### config.mk
export PLATFORM = sky130hd
export DESIGN_NAME = apm_pf_queue
export DESIGN_NICKNAME = d
export VERILOG_FILES = /design/src/rtl/apm_pkg.sv /design/src/rtl/apm_pf_queue.sv
export SDC_FILE = /design/constraint.sdc
export NUM_CORES = 1
export LEC_CHECK = 0
export BUFFER_PORTS_ARGS = -buffer_cell sky130_fd_sc_hd__buf_2
export CORE_AREA = 8 8 561 425
export CTS_CLUSTER_DIAMETER = 100
export DETAILED_ROUTE_END_ITERATION = 8
export DIE_AREA = 0 0 569 433
export PLACE_DENSITY = 0.39
export SLEW_MARGIN = 20
export SYNTH_ARGS = -nofsm -noshare
export SYNTH_HDL_FRONTEND = slang
export SYNTH_SLANG_ARGS = --single-unit
### constraint.sdc
create_clock -name clk_i -period 7.05 [get_ports clk_i]
set_input_delay 0.3525 -clock clk_i [delete_from_list [all_inputs] [get_ports clk_i]]
set_output_delay 0.3525 -clock clk_i [all_outputs]
set_load 0.05 [all_outputs]
### src/rtl/apm_pkg.sv
package apm_pkg;

  localparam int unsigned ADDR_W          = 48;
  localparam int unsigned BLOCK_SHIFT     = 6;
  localparam int unsigned BLK_W           = ADDR_W - BLOCK_SHIFT;
  localparam int unsigned BLOCKS_PER_PAGE = 64;
  localparam int unsigned OFF_W           = $clog2(BLOCKS_PER_PAGE);
  localparam int unsigned PAGE_W          = BLK_W - OFF_W;
  localparam int unsigned MAX_STRIDE      = 16;
  localparam int unsigned STRIDE_W        = $clog2(MAX_STRIDE + 1);
  localparam int unsigned MAX_RESULTS     = 8;
  localparam int unsigned RES_W           = $clog2(MAX_RESULTS + 1);

  localparam int unsigned DEF_PAGE_DEPTH  = 64;
  localparam int unsigned DEF_QUEUE_DEPTH = 32;

  // configuration port
  localparam int unsigned CFG_IDX_W  = 2;
  localparam int unsigned CFG_DATA_W = 7;
  localparam int unsigned PT_W       = 7;
  localparam int unsigned PRED_W     = 6;
  localparam int unsigned PF_W       = 4;
  localparam int unsigned QL_W       = 6;

  typedef enum logic [CFG_IDX_W-1:0] {
    CFG_PAGES_TRACKED,
    CFG_PRED_DEGREE,
    CFG_PF_DEGREE,
    CFG_QUEUE_LIMIT
  } cfg_reg_e;

  localparam logic [PT_W-1:0]   RST_PAGES_TRACKED = 7'd64;
  localparam logic [PRED_W-1:0] RST_PRED_DEGREE   = 6'd4;
  localparam logic [PF_W-1:0]   RST_PF_DEGREE     = 4'd4;
  localparam logic [QL_W-1:0]   RST_QUEUE_LIMIT   = 6'd32;

  typedef enum logic [1:0] {
    PG_IDLE,
    PG_SCAN,
    PG_DECIDE,
    PG_UPDATE
  } page_state_e;

  typedef enum logic [1:0] {
    QU_IDLE,
    QU_DUP,
    QU_POP
  } queue_state_e;

  typedef enum logic [2:0] {
    CT_IDLE,
    CT_PAGE,
    CT_CAND,
    CT_INS,
    CT_POP,
    CT_POP_WAIT
  } ctrl_state_e;

  typedef struct packed {
    logic              start;
    logic [PAGE_W-1:0] page;
    logic [OFF_W-1:0]  off;
  } page_req_t;

  typedef struct packed {
    logic                       done;
    logic [BLOCKS_PER_PAGE-1:0] map;
  } page_rsp_t;

  typedef struct packed {
    logic             ins;
    logic             pop;
    logic [BLK_W-1:0] block;
    logic [QL_W-1:0]  limit;
  } queue_req_t;

  typedef struct packed {
    logic             done;
    logic             dropped;
    logic             valid;
    logic [BLK_W-1:0] block;
  } queue_rsp_t;

endpackage

### src/rtl/apm_pf_queue.sv
module apm_pf_queue import apm_pkg::*; #(
  parameter int unsigned DEPTH = DEF_QUEUE_DEPTH
) (
  input  logic       clk_i,
  input  logic       rst_ni,
  input  queue_req_t req_i,
  output queue_rsp_t rsp_o
);

  localparam int unsigned IW = (DEPTH > 1) ? $clog2(DEPTH) : 1;
  localparam int unsigned CW = $clog2(DEPTH + 1);
  localparam int unsigned SW = CW + 1;
  localparam int unsigned LW = 9;

  logic [BLK_W-1:0] q_mem [DEPTH];

  queue_state_e     state_q, state_d;
  logic [IW-1:0]    head_q;
  logic [CW-1:0]    count_q, j_q;
  logic             cmp_vld_q;
  logic [BLK_W-1:0] rd_q, blk_q;

  logic          rd_en, we, match, sweep_end, full;
  logic [IW-1:0] ra, wa;
  logic [LW-1:0] lim;

  // circular index: base plus offset, wrapped once
  function automatic logic [IW-1:0] wrap(input logic [IW-1:0] base, input logic [CW-1:0] ofs);
    logic [SW-1:0] s;
    s = SW'(base) + SW'(ofs);
    if (s >= SW'(DEPTH)) s = s - SW'(DEPTH);
    return s[IW-1:0];
  endfunction

  assign lim       = (LW'(req_i.limit) > LW'(DEPTH)) ? LW'(DEPTH) : LW'(req_i.limit);
  assign full      = LW'(count_q) >= lim;
  assign match     = cmp_vld_q && (rd_q == blk_q);
  assign sweep_end = (j_q == count_q) && !cmp_vld_q;
  assign wa        = wrap(head_q, count_q);

  always_comb begin
    state_d = state_q;
    case (state_q)
      QU_IDLE: begin
        if (req_i.ins) state_d = QU_DUP;
        else if (req_i.pop) state_d = QU_POP;
      end
      QU_DUP:  if (match || sweep_end) state_d = QU_IDLE;
      QU_POP:  state_d = QU_IDLE;
      default: state_d = QU_IDLE;
    endcase
  end

  always_comb begin
    rd_en         = 1'b0;
    ra            = head_q;
    we            = 1'b0;
    rsp_o.done    = 1'b0;
    rsp_o.dropped = 1'b0;
    rsp_o.valid   = 1'b0;
    rsp_o.block   = rd_q;
    case (state_q)
      QU_IDLE: rd_en = req_i.pop && !req_i.ins;
      QU_DUP: begin
        rd_en = (j_q < count_q) && !match;
        ra    = wrap(head_q, j_q);
        if (match) begin
          rsp_o.done = 1'b1;
        end else if (sweep_end) begin
          rsp_o.done    = 1'b1;
          rsp_o.dropped = full;
          we            = !full;
        end
      end
      QU_POP: begin
        rsp_o.done  = 1'b1;
        rsp_o.valid = count_q != '0;
      end
      default: ;
    endcase
  end

  always_ff @(posedge clk_i) begin
    if (rd_en) rd_q <= q_mem[ra];
    if (we) q_mem[wa] <= blk_q;
    if ((state_q == QU_IDLE) && req_i.ins) blk_q <= req_i.block;
  end

  always_ff @(posedge clk_i or negedge rst_ni) begin
    if (!rst_ni) begin
      state_q   <= QU_IDLE;
      head_q    <= '0;
      count_q   <= '0;
      j_q       <= '0;
      cmp_vld_q <= 1'b0;
    end else begin
      state_q   <= state_d;
      cmp_vld_q <= rd_en && (state_q == QU_DUP);
      if (state_q == QU_IDLE) j_q <= '0;
      else if (rd_en) j_q <= j_q + 1'b1;
      if (we) count_q <= count_q + 1'b1;
      if ((state_q == QU_POP) && (count_q != '0)) begin
        head_q  <= wrap(head_q, CW'(1));
        count_q <= count_q - 1'b1;
      end
    end
  end

endmodule

* Word level (Yosys, flattened, before mapping)
Memories as Yosys holds them, arrays and structs flattened. A register that Yosys moved wholly into a read port is not among the register bits.
Index checks and enable logic that the tools add are counted.
** Cells by class
- $add $sub $neg :: 9
- Magnitude comparators :: 6
- Equal/unequal tests :: 6
- Multiplexer cells :: 25
- Reductions and logical operators :: 17
** Operators by type and width (number)
- $eq A42 B42 Y1 :: 1
- $mux W6 :: 5
- $mux W5 :: 4
- $sub A5 B1 Y5 const B :: 3
- $add A5 B6 Y7 :: 2
- $ge A7 B6 Y1 const B :: 2
- $add A6 B1 Y6 const B :: 2
- $mux W1 :: 9
- $mux W2 :: 4
- $logic_and A1 B1 Y1 :: 7
- $add A5 B1 Y6 const B :: 1
- $eq A6 B6 Y1 :: 1
- $ge A6 B6 Y1 :: 1
- $ge A6 B6 Y1 const B :: 1
- $gt A6 B6 Y1 const B :: 1
- $lt A6 B6 Y1 :: 1
- $reduce_bool A6 Y1 :: 1
- $sub A6 B1 Y6 const B :: 1
- $logic_not A1 Y1 :: 4
- $pmux W1 S2 :: 2
- $pmux W2 S2 :: 1
- $reduce_bool A2 Y1 :: 2
- $ne A3 B3 Y1 const B :: 1
- $eq A2 B1 Y1 const B :: 1
- 5 further kinds :: 5
** Storage, ports and cells
- Flip-flop bits (word level) :: 62
- RAM bits :: 1344
- Input bits :: 52
- Output and inout port bits :: 45
- Logic and storage cells :: 70
- Memories kept :: 1
** Memory list
- q_mem :: depth 32, width 42, read ports 1, clocked after memory_dff 1, write ports 1, RTL line apm_pf_queue.sv:15 : logic [BLK_W-1:0] q_mem [DEPTH];

* Longest topological paths before layout
Gate-level depths: netlist (run 1).
- Depth after elaboration :: 9
- Gate-level depth with buffers :: 12
- Gate-level depth less buffers :: 11

* Least setup slack after synthesis (run 1)
Ideal clock, no wire load.
- Path type :: reg2reg
- From :: register count_q[0]
- To :: memory q_mem[24][0] (netlist bit) (enable)
- Library setup time :: 0.442 ns
- Arrival :: 4.071 ns
- Data required time :: 6.608 ns
- Slack :: 2.537 ns
- Stages on the path, launching flop included :: 11
- Buffers on the path :: 2
- Period minus slack after synthesis :: 4.513 ns
- Cells stage by stage :: dfrtp_1 > inv_1 > ha_1 > nand2b_1 > a21o_1 > a21oi_1 > o2111a_1 > clkbuf_1 > or3b_2 > clkbuf_1 > nor2_1
** On the way
- Cells in the longest elaborated chain, start to end :: 7
- Elaborated cells between the ends (all ways) :: 13
- Those cells by class :: add/sub: 2; order compare: 2; eq/ne: 1; mux: 6; reduce/logical: 2
** Ends and longest elaborated chain
- start: declaration :: RTL line apm_pf_queue.sv:19 : logic [CW-1:0] count_q, j_q;
- start signal: assignment :: RTL line apm_pf_queue.sv:101 : if (we) count_q <= count_q + 1'b1;
- start signal: assignment :: RTL line apm_pf_queue.sv:104 : count_q <= count_q - 1'b1;
- parallel branches: the longest is 7 deep, another holds $add A5 B6 Y7
- end: declaration :: RTL line apm_pf_queue.sv:15
Several ways; the timed one is not identified.

==> impl_metrics.toml, run 1 <==
[outcome]
status = "complete, no violations"

[sta]
setup-violations-final = 0
fin_crit_ns = 5.022
fmax_mhz = 199.1
slew_violations = 0
setup_tns_ns = 0
period_share = 0.7123
relSlewSlack = 0.1856
worst_pin_slew_ns = 1.210
hold_viol = 0
skew_ns = 0.06669
rsz0062_at_grt = "false"

[pwr]
power_density_mw_per_mm2 = 450.4
leakagePower_nw = 22.04
ir_drop_mv = 0.3249

[worst_setup_path]
crit_start = "blk_q[3]"
crit_type = "reg2out"
crit_arrival_ns = 4.67
slowest_delay_ns = 1.04
cp_max_fo = 33
required_ns = 6.70
crit_path_top_delay_cell = "nor4_1"
end_kind = "output pin"
critPathLaunchType = "register"
timing.rr.start = "blk_q[3]"
path_cells = "buf_4 > xor2_1 > nor4_1 > nand4_1 > nor3_4 > o31a_1 > buf_2"

[die]
num_rows = 153
io_pins = 97
die_height_um = 433
dieWidth_um = 569
dieArea_mm2 = 0.2464
core_area_mm2 = 0.2299
initial_core_util = 0.2483

[placement]
gp_congestion = 0.7444
io_buffer_count = 96
dp_hpwl_um = 107900

[clock_tree]
cts_resized = 0
tritoncts = "built"
worstSkewPairLatency_ns = 0.81
cts_buffer_depth = 4
post-cts-setup-buffers = 0
cts.sinks = 1448
htreeDepth = 4
root_buffer = "clkbuf_16"
clkTransAtPathRegs_ns = 0.07
hold_buffers = 46
cts_made_buffers = 161

[logic_synthesis]
synth_edf_count = 1428
syn-instance-count = 3843
yosysMostFrequentCell = "edfxtp_1"
synth_seq_cells = 1448
yosysSeqAreaShare = 0.7598
synth_top_cell_by_area = "edfxtp_1"
synth_flop_cell = "edfxtp_1"
yosysWarningCount = 0
ys_types = 52
synthTopCellsByArea = "edfxtp_1, nand2_1, mux2i_1, nand3_1, a32oi_1"
synth.avg_cell_area_um2 = 14.86
synth_top_area_frac = 0.7511
async_flop_share = 0.01381
synth_common_cells = "edfxtp_1, nand2_1, nand3_1, mux2i_1, and3_1"
synth_nets = 3927
synth_area_mm2 = 0.05709

[finish]
drive_gt1_frac = 0.1249
fin_nets = 4152
area_growth_syn_to_layout_pct = 17.80
postLayoutCoreUtil = 0.2925

[detailed_routing]
vias = 33505
final_antenna_net_count = 0
firstDrtPassIters = 5
vias_per_cell = 4.595
drtIter0Drc = 3308
wire_per_inst_um = 25.74
drc_errors = 0
finalWirelength_um = 187700

[hold_path]
hold_class = "in2async"

[global_route]
grt_pass1_wl_um = 263600
grt_start_max_net_pins = 138
grt_antenna_before_repair = 15
grtUsageTotal = 0.1479
grt_pass1_vias = 32615
overflow = 0

[job]
maxCapViolations = 0
[per-stage QoR]
step	setup WS, ns	power, W	instances	area [µm²]	hold slack (ns)
final	2.028	0.03029	7291	67260	0.1202
after global routing	1.913	0.03179	7289	67250	0.1656
after CTS	2.075	0.03072	7286	67190	0.09442
after detailed placement	2.180	0.02277	6957	62020	0.3754
after global placement	2.244	0.02281	6955	61970	0.3716
after floorplan	2.537	0.01781	3843	57090	0.05691
[metal layers]
layer  track usage  wire, µm  up-vias
li1              -         -    14879
met1        0.2275     94270    17521
met2        0.2140     78920      893
met3       0.02978     10950      210
met4       0.02981      3527        2
met5             0        13        -
[layout make-up]
type                            count  area, µm²
Clock buffer                      212       4263
Inverter                           16      60.06
Tap cell                         3100       3879
Fill cell                       23107     162700
Antenna cell                        3      7.507
Multi-Input combinational cell   2162      12960
Sequential cell                  1448      43380
Timing Repair Buffer              279       2260
Clock inverter                     71      447.9
[cells in the final DEF, fill, tap and decap left out, drive strengths merged, types with 10 or more instances in the layout]
cell	Yosys	final
edfxtp	1428	1428
nand2	1033	1033
nand3	342	342
buf	147	233
clkbuf	70	212
mux2i	173	173
and3	169	169
a32oi	168	168
clkinv	0	65
dlygate4sd3	0	46
nor2	45	45
mux4	42	42
xnor2	31	31
ha	29	29
xor2	29	29
dfrtp	20	20
inv	16	18
a21oi	13	13
o21ai	11	11
nand4	10	10
a21o	10	10
[registers in the layout, indices dropped and copies added (netlist names)]
signal and flops:
blk_q 42, q_mem 1344, cmp_vld_q 1, j_q 6, state_q 2, rd_q 42
count_q 6, head_q 5
[path summary, 6_finish.rpt]
kind / endpoint / slack, ns / depth (start not counted)
setup / recovery: rsp_o[44] / 2.03 / 7
hold / removal: head_q[0] / 0.12 / 2
setup reg to reg: rd_q[21] / 2.30 / 7
hold reg to reg: count_q[5] / 0.51 / 1
max in group asynchronous: cmp_vld_q / 6.55 / 2
min in group clk_i: blk_q[5] / 0.26 / 2
[worst max-delay path, delay by kind of cell, from the launching register on]
family          cells  cell delay (ns)
simple gates        3             2.40
buf+inv             2             0.59
flops               1             0.32
xor+xnor            1             0.29
compound gates      1             0.21
[cell families after synthesis]
family,count (synthesis),share of synthesized area
XOR/XNOR,60,0.009336
multiplexers,219,0.04775
buffers and inverters,233,0.01898
AND/OR/NAND/NOR,1635,0.1247
AO/OA/AOI/OAI,216,0.03204
flip-flops,1448,0.7598
adder cells (fa/ha/maj),32,0.007407
[where the power goes]
part	switching, W	leakage (nW)	internal (W)
registers	0.000377	13.1	0.0102
clock network	0.00347	2.30	0.00436
logic	0.00824	6.62	0.00364
No activity file was read; power rests on OpenSTA's default activity.
==> run 2: changes to the inputs <==
Clock period 7.05 ns to 4.7 ns, I/O delays scaled along.
==> impl_metrics.toml, run 2 (synthesized netlist as in run 1, its figures left out) <==
[worst_setup_path]
r2r_cells = 9
cp_max_fo = 33
end_kind = "output pin"
crit_arrival_ns = 4.11
r2r_slack_ns = 0.88
timing.rr.start = "head_q[0]"
critPathLaunchType = "register"
crit_type = "reg2out"
required_ns = 4.47
worstReg2RegEnd = "rd_q[19]"

[finish]
mostFrequentLayoutCell = "edfxtp_1"
reg_top3 = "q_mem (1344), blk_q (42), rd_q (42)"
largest-register = "q_mem"
drive_gt1_frac = 0.1393
postLayoutCoreUtil = 0.2972
fin_nets = 4205
final_cell_mix = "edfxtp_1, nand2_1, nand3_1, mux2i_1, and3_1"
fin_cells = 7357
largest_reg_flops = 1344
area_growth_syn_to_layout_pct = 19.70

[clock_tree]
htreeDepth = 4
root_buffer = "clkbuf_16"
cts_buffer_depth = 3
worstSkewPairLatency_ns = 0.81
clkTransAtPathRegs_ns = 0.06
cts.sinks = 1448
cts_made_buffers = 157
post-cts-setup-buffers = 0
tritoncts = "built"

[pwr]
power_frac_comb = 0.388
internal_power_w = 0.02797
p_sw_w = 0.01767
leakagePower_nw = 22.54
power_density_mw_per_mm2 = 667.8
seqPwrFrac = 0.349
ir_drop_mv = 0.5671
switching_share = 0.3871
clkPwrFrac = 0.263

[sta]
fin_crit_ns = 4.348
setup-violations-final = 0
skew_ns = 0.03971
period_share = 0.9251
setup_tns_ns = 0
slew_violations = 0
rsz0062_at_grt = "false"
fmax_mhz = 230.0
worst_pin_slew_ns = 1.043
relSlewSlack = 0.3046
hold_viol = 0

[outcome]
status = "complete, no violations"

[job]
maxCapViolations = 0

[die]
core_area_mm2 = 0.2299
num_rows = 153
io_pins = 97
dieArea_mm2 = 0.2464
die_height_um = 433
dieWidth_um = 569
initial_core_util = 0.2483

[placement]
dp_hpwl_um = 103200
gp_congestion = 0.7221
io_buffer_count = 96
dp.cells = 7014

[hold_path]
worstHoldStart = "req_i[9]"
min_path_cells = 2
hold_class = "in2reg"
holdPathEnd = "blk_q[3]"

[detailed_routing]
final_antenna_net_count = 0
wire_per_inst_um = 25.72
firstDrtPassIters = 9
vias = 33435
vias_per_cell = 4.545
drc_errors = 0
drtIter0Drc = 3086
finalWirelength_um = 189200

[global_route]
grt_antenna_before_repair = 11
grt_start_max_net_pins = 81
grtUsageTotal = 0.1498
grt_pass1_vias = 32841
grt_pass1_wl_um = 264800
overflow = 0
[run 2: area by class of cell]
cell class	instances	area [µm²]
fillers	23006	161600
multi-input cells	2162	12960
flip-flops and latches	1448	43380
repair buffers	336	3163
inverters	16	60.06
diodes	6	15.01
well taps	3100	3879
clock inverters	89	794.5
clock buffers	200	4090
[run 2: routing by layer]
metal  GRT usage  part of all wire
met5           0                 0
met4     0.03044             0.016
met1      0.2264              0.50
met3     0.02594             0.052
met2      0.2249              0.44
[run 2: timing repair]
| item | CTS | global route |
|---|---|---|
| resized for setup | 0 | 0 |
| endpoints found under the hold margin | 65 | 0 |
| endpoints found under the setup margin | 0 | 0 |
| hold buffers | 48 | 0 |
[run 2: worst max-delay path: stages, from the launching register on]
cell      delay [ns]
edfxtp_1        0.36
buf_4           0.25
xor2_1          0.23
buf_4           0.19
nor4_1          0.58
nand4_1         0.63
nor3_4          0.37
buf_4           0.21
o31a_1          0.18
buf_2           0.28
[run 2: power groups by stage]
| stage | clock, W | sequential, W | combinational (W) |
|---|---|---|---|
| 6_report | 0.0120 | 0.0159 | 0.0177 |
| 5_1_grt | 0.0129 | 0.0160 | 0.0192 |
| 4_1_cts | 0.0123 | 0.0160 | 0.0180 |
| 3_5_place_dp | 0 | 0.0163 | 0.0179 |
| 3_3_place_gp | 0 | 0.0163 | 0.0179 |
| 2_1_floorplan | 0 | 0.0168 | 0.00993 |
[run 2: worst max-delay path by stage]
stage,from,to,slack (ns),cells past startpoint
after floorplan,count_q[0],q_mem[24][0],0.19,10
after global placement,count_q[0],q_mem[20][10],0.92,9
after detailed placement,head_q[0],rd_q[26],0.87,10
after CTS,blk_q[38],rsp_o[44],0.38,9
after global routing,blk_q[3],rsp_o[44],0.21,9
final,blk_q[3],rsp_o[44],0.35,9
[run 2: metrics by stage]
step           instance area, µm²  hold slack (ns)  total power [W]  setup WS [ns]
6_report                    68340           0.1403          0.04564         0.3521
3_5_place_dp                62950           0.2776          0.03412         0.8667
3_3_place_gp                62950           0.2691          0.03419         0.9208
4_1_cts                     68330          0.06147          0.04630         0.3826
2_1_floorplan               57090         -0.06059          0.02671         0.1871
5_1_grt                     68330           0.1000          0.04802         0.2145
